## src/design/vgrt_pkg.sv

```systemverilog
// ----------------------------------------------------------------------------
// vgrt_pkg
// Types and constants shared by the voxel ray traversal modules.
// ----------------------------------------------------------------------------
package vgrt_pkg;

    localparam int S_DATA_W = 128;
    localparam int M_DATA_W = 32;
    localparam int OUT_W    = 5;
    localparam int ORG_W    = 15;
    localparam int DIR_W    = 16;
    localparam int REACH_W  = 16;
    localparam int TIME_W   = 32;
    localparam int DIV_W    = 5;
    localparam logic [DIV_W-1:0] DIV_LAST = 5'd30;  // quotient has 31 bits
    localparam logic [1:0] LAST_AX = 2'd2;

    localparam logic ACT_WRITE = 1'b0;
    localparam logic ACT_CAST  = 1'b1;

    typedef enum logic [3:0] {
        ST_CLEAR,
        ST_IDLE,
        ST_DECODE,
        ST_DIV,
        ST_MUL,
        ST_CHK0,
        ST_TEST0,
        ST_DIST,
        ST_CMP,
        ST_STEP,
        ST_CHK,
        ST_TEST,
        ST_HIT,
        ST_MISS
    } state_t;

    typedef struct packed {
        logic load;
        logic wr;
        logic clr_step;
        logic div_step;
        logic mul_step;
        logic dist_step;
        logic adv;
        logic res_hit;
        logic res_miss;
    } cmd_t;

    typedef struct packed {
        logic clr_done;
        logic is_cast;
        logic div_done;
        logic ax_last;
        logic in_grid;
        logic solid;
        logic far;
        logic cap;
        logic out_busy;
    } status_t;

endpackage

```

## src/design/vgrt_ctrl.sv

```systemverilog
// ----------------------------------------------------------------------------
// vgrt_ctrl
// Sequencer for clearing, voxel writes and the ray walk.
// ----------------------------------------------------------------------------
module vgrt_ctrl
(
    input  logic              clk,
    input  logic              rst_n,
    input  logic              s_tvalid,
    output logic              s_tready,
    input  vgrt_pkg::status_t st,
    output vgrt_pkg::cmd_t    cmd
);

    vgrt_pkg::state_t state_reg;
    vgrt_pkg::state_t state_next;

    always_ff @(posedge clk or negedge rst_n)
    begin
        if (!rst_n)
        begin
            state_reg <= vgrt_pkg::ST_CLEAR;
        end
        else
        begin
            state_reg <= state_next;
        end
    end

    always_comb
    begin
        state_next = state_reg;
        case (state_reg)
            vgrt_pkg::ST_CLEAR:
            begin
                if (st.clr_done)
                    state_next = vgrt_pkg::ST_IDLE;
            end
            vgrt_pkg::ST_IDLE:
            begin
                if (s_tvalid)
                    state_next = vgrt_pkg::ST_DECODE;
            end
            vgrt_pkg::ST_DECODE:
            begin
                state_next = st.is_cast ? vgrt_pkg::ST_DIV : vgrt_pkg::ST_IDLE;
            end
            vgrt_pkg::ST_DIV:
            begin
                if (st.div_done)
                    state_next = vgrt_pkg::ST_MUL;
            end
            vgrt_pkg::ST_MUL:
            begin
                if (st.ax_last)
                    state_next = vgrt_pkg::ST_CHK0;
            end
            vgrt_pkg::ST_CHK0:
            begin
                state_next = st.in_grid ? vgrt_pkg::ST_TEST0 : vgrt_pkg::ST_MISS;
            end
            vgrt_pkg::ST_TEST0:
            begin
                state_next = st.solid ? vgrt_pkg::ST_HIT : vgrt_pkg::ST_DIST;
            end
            vgrt_pkg::ST_DIST:
            begin
                if (st.ax_last)
                    state_next = vgrt_pkg::ST_CMP;
            end
            vgrt_pkg::ST_CMP:
            begin
                state_next = (st.cap || st.far) ? vgrt_pkg::ST_MISS : vgrt_pkg::ST_STEP;
            end
            vgrt_pkg::ST_STEP:
            begin
                state_next = vgrt_pkg::ST_CHK;
            end
            vgrt_pkg::ST_CHK:
            begin
                state_next = st.in_grid ? vgrt_pkg::ST_TEST : vgrt_pkg::ST_MISS;
            end
            vgrt_pkg::ST_TEST:
            begin
                state_next = st.solid ? vgrt_pkg::ST_HIT : vgrt_pkg::ST_DIST;
            end
            vgrt_pkg::ST_HIT, vgrt_pkg::ST_MISS:
            begin
                if (!st.out_busy)
                    state_next = vgrt_pkg::ST_IDLE;
            end
            default:
            begin
                state_next = vgrt_pkg::ST_IDLE;
            end
        endcase
    end

    always_comb
    begin
        cmd      = '0;
        s_tready = 1'b0;
        case (state_reg)
            vgrt_pkg::ST_CLEAR: cmd.clr_step = 1'b1;
            vgrt_pkg::ST_IDLE:
            begin
                s_tready = 1'b1;
                cmd.load = s_tvalid;
            end
            vgrt_pkg::ST_DECODE: cmd.wr        = !st.is_cast;
            vgrt_pkg::ST_DIV:    cmd.div_step  = 1'b1;
            vgrt_pkg::ST_MUL:    cmd.mul_step  = 1'b1;
            vgrt_pkg::ST_DIST:   cmd.dist_step = 1'b1;
            vgrt_pkg::ST_STEP:   cmd.adv       = 1'b1;
            vgrt_pkg::ST_HIT:    cmd.res_hit   = !st.out_busy;
            vgrt_pkg::ST_MISS:   cmd.res_miss  = !st.out_busy;
            default:             cmd           = '0;
        endcase
    end

endmodule

```

## config.mk

```make
export PLATFORM = sky130hd
export DESIGN_NAME = vgrt_ctrl
export DESIGN_NICKNAME = d
export VERILOG_FILES = /design/src/design/vgrt_pkg.sv /design/src/design/vgrt_ctrl.sv
export SDC_FILE = /design/constraint.sdc
export NUM_CORES = 1
export LEC_CHECK = 0
export BUFFER_PORTS_ARGS = -buffer_cell sky130_fd_sc_hd__buf_2
export CORE_AREA = 2 2 39 41
export DETAILED_ROUTE_END_ITERATION = 8
export DIE_AREA = 0 0 41 43
export PLACE_DENSITY = 0.65
export SLEW_MARGIN = 40
export SYNTH_ARGS = -nofsm -noshare
export SYNTH_HDL_FRONTEND = slang
export SYNTH_SLANG_ARGS = --single-unit
export TNS_END_PERCENT = 50
```

## constraint.sdc

```tcl
create_clock -name clk -period 2.5 [get_ports clk]
set_input_delay 0.625 -clock clk [delete_from_list [all_inputs] [get_ports clk]]
set_output_delay 0.625 -clock clk [all_outputs]
set_load 0.05 [all_outputs]
```

==> impl_results.md <==
- Initial DRC Count: 15
- Net Sw Frac: 0.579
- Pwr dens: 1390 mW/mm^2
- Die area: 0.00176 sq mm
- Status: complete, no violations
- Post-DP HPWL: 999 um
- Net Count, Synth: 83
- Root Buffer: clkbuf_4
- WL per Instance: 11.8 um
- Total grt overflow: 0
- Global-route wire length before repair: 2040 um
- Vias: 561
- Area occupied by multi-input gates: 344 sq um
- Flop-to-flop setup slack: 0.84 ns
- Cell internal pwr: 0.355 mW
- Worst EP required: 1.88 ns
- Worst setup path end: cmd[6]
- Critical path type: flip-flop to output pin
- Worst setup EP type: output pin
- Startpoint class of the critical path: flip-flop
- Antenna Cells: 0
- Sum Neg Setup Slack: 0 ns
- Slew HR: 0.715
- Worst Hold Class: input pin to async pin
- Final antenna-violating net count: 0
- Starting Density: 0.359
- Sequential Power Share: 0.208
- RSZ-0062 raised after global routing: no
- Max Fclk: 454 MHz
- Port Buf Inserts: 21
- Setup crit start: state_reg[1]
- Clock transition at path regs: 0.04 ns
- Register area share after synthesis: 0.202
- Post-Synthesis Cells: 71
- Post-synth cell types: 28
- Leakage power: 0.295 nW
- Critical Path Fanout Max: 14
- GRT Total Usage: 0.165
- Peak VDD IR: 0.614 mV
- Rows: 14
- CTS tree: built
- Post-CTS Hold Fix Bufs: 0
- Comb power frac: 0.703
- Postcts setup bufs: 0
- Drt drc: 0
- Worst-margin pin slew: 0.428 ns
- Die Width: 41 um
- Critical R2R Launch: state_reg[3]
- Worst-case clock buffer depth: 2
- R2R cell count: 5
- Register bit total from synthesis: 4
- Clock latency on the worst-skew pair: 0.23 ns
- Most frequent cells in the layout: 21 x buf_2, 11 x nor2_1, 7 x nand2_1
- Max Slew Vio Count: 0
- Clk pwr share: 0.090
- Max reg flops: 4
- Via density: 5.34
- Post-cts resize count: 0
- Max-Cap Viols: 0
- Vias in the first global route: 465
- Initial antenna violation count: 0
- DP Area: 584 sq um
- Register area: 100 sq um
- Final Hold Viols: 0
- Top-Level Pins: 22
- Design area: 607 sq um
- Final Skew: 0.00216 ns
- Synth Cell Area: 497 sq um
- GP Congestion: 0.816
- FILL cells: 145
- Crit path arrival time: 1.58 ns
- Net Switching: 0.487 mW
- Final core utilization: 0.439
- Final WL: 1240 um
- Commonest non-fill, non-tap cell in the layout: buf_2
- Share of post-route cells with drive strength above 1: 0.326
- Die height: 43 um
- Final Cycle Share: 0.881
- Core footprint: 0.00138 sq mm
- Largest net degree at the start of global routing: 16
- H-tree depth: 1
- TritonRoute pass-1 iters: 4
- Mapped Avg Cell Area: 7.00 sq um
- Minimum clock period: 2.20 ns
- Clock Sinks: 4
- Synth-to-layout area growth: 22.2%
- Syn. warnings: 0
- CTS buffer count: 3
- Total Nets Final: 103
- Reg2reg end: state_reg[3]
- Setup violations, final: 0
[how the worst min path moves through the flow]
stage	start	to	cells past startpoint
2_1_floorplan	rst_n	state_reg[0]	0
3_3_place_gp	rst_n	state_reg[0]	1
3_5_place_dp	rst_n	state_reg[1]	1
4_1_cts	rst_n	state_reg[0]	1
5_1_grt	rst_n	state_reg[2]	1
6_report	rst_n	state_reg[0]	1
[through the flow]
step	cells	power, mW	worst slack (ns)	hold WS, ns
4_1_cts	105	0.845	0.291	0.185
6_report	105	0.842	0.298	0.191
3_5_place_dp	102	0.764	0.547	0.432
3_3_place_gp	102	0.760	0.538	0.431
5_1_grt	105	0.916	0.182	0.180
2_1_floorplan	71	0.698	-0.0246	0.329
[synthesized netlist by cell type]
master / number / area [sq um]
a221oi_1: 1 / 8.76
o2bb2ai_1: 2 / 17.5
o21ai_0: 3 / 15.0
o32a_1: 1 / 10.0
a21oi_1: 5 / 25.0
a211oi_2: 1 / 12.5
buf_2: 2 / 10.0
nand3b_1: 1 / 7.51
or2_1: 1 / 6.26
nor3_1: 6 / 30.0
nor2b_1: 2 / 12.5
and2b_1: 1 / 7.51
buf_6: 2 / 22.5
nand3_2: 1 / 10.0
buf_4: 2 / 15.0
a2bb2oi_2: 1 / 15.0
nor2_1: 11 / 41.3
dfrtp_1: 4 / 100
a2bb2oi_1: 2 / 17.5
and2_1: 1 / 6.26
nand3_1: 2 / 10.0
o31ai_1: 1 / 7.51
a211oi_1: 1 / 7.51
o41ai_1: 1 / 8.76
o22ai_1: 3 / 18.8
nand2b_1: 2 / 12.5
nand2_1: 7 / 26.3
inv_1: 4 / 15.0
[power groups by stage]
stage	registers [mW]	clock network, mW	logic (mW)
after detailed placement	0.173	0	0.590
after global routing	0.183	0.0869	0.646
final	0.175	0.0757	0.592
after floorplan	0.112	0	0.586
after CTS	0.172	0.0808	0.592
after global placement	0.172	0	0.588
[routing by layer]
layer  track usage  routed length [um]  vias up  share of wire
met2         0.241                 611       18           0.49
met3        0.0366                  72        0          0.058
met1         0.225                 556      250           0.45
met5             0                   0        -              0
li1              -                   -      293              -
met4        0.0733                   0        0              0
[final cells by class]
| class | instances | area share |
|---|---|---|
| clock buffer | 3 | 0.0371 |
| inverter | 4 | 0.0247 |
| multi-input combinational | 57 | 0.567 |
| sequential | 4 | 0.165 |
| tap | 16 | 0.0330 |
| timing repair buffer | 21 | 0.173 |
[worst max-delay path, cell delays in order, from the launching register on]
cell and delay (ns):
dfrtp_1 0.51, or2_1 0.37, nor3_1 0.17, buf_2 0.29
[logic make-up after synthesis]
group | Yosys count | share of synthesized area
buffers and inverters | 10 | 0.126
DFF | 4 | 0.202
and+or+nand+nor | 35 | 0.343
AOI/OAI and AO/OA | 22 | 0.330
Power figures use the tool's default switching activity.
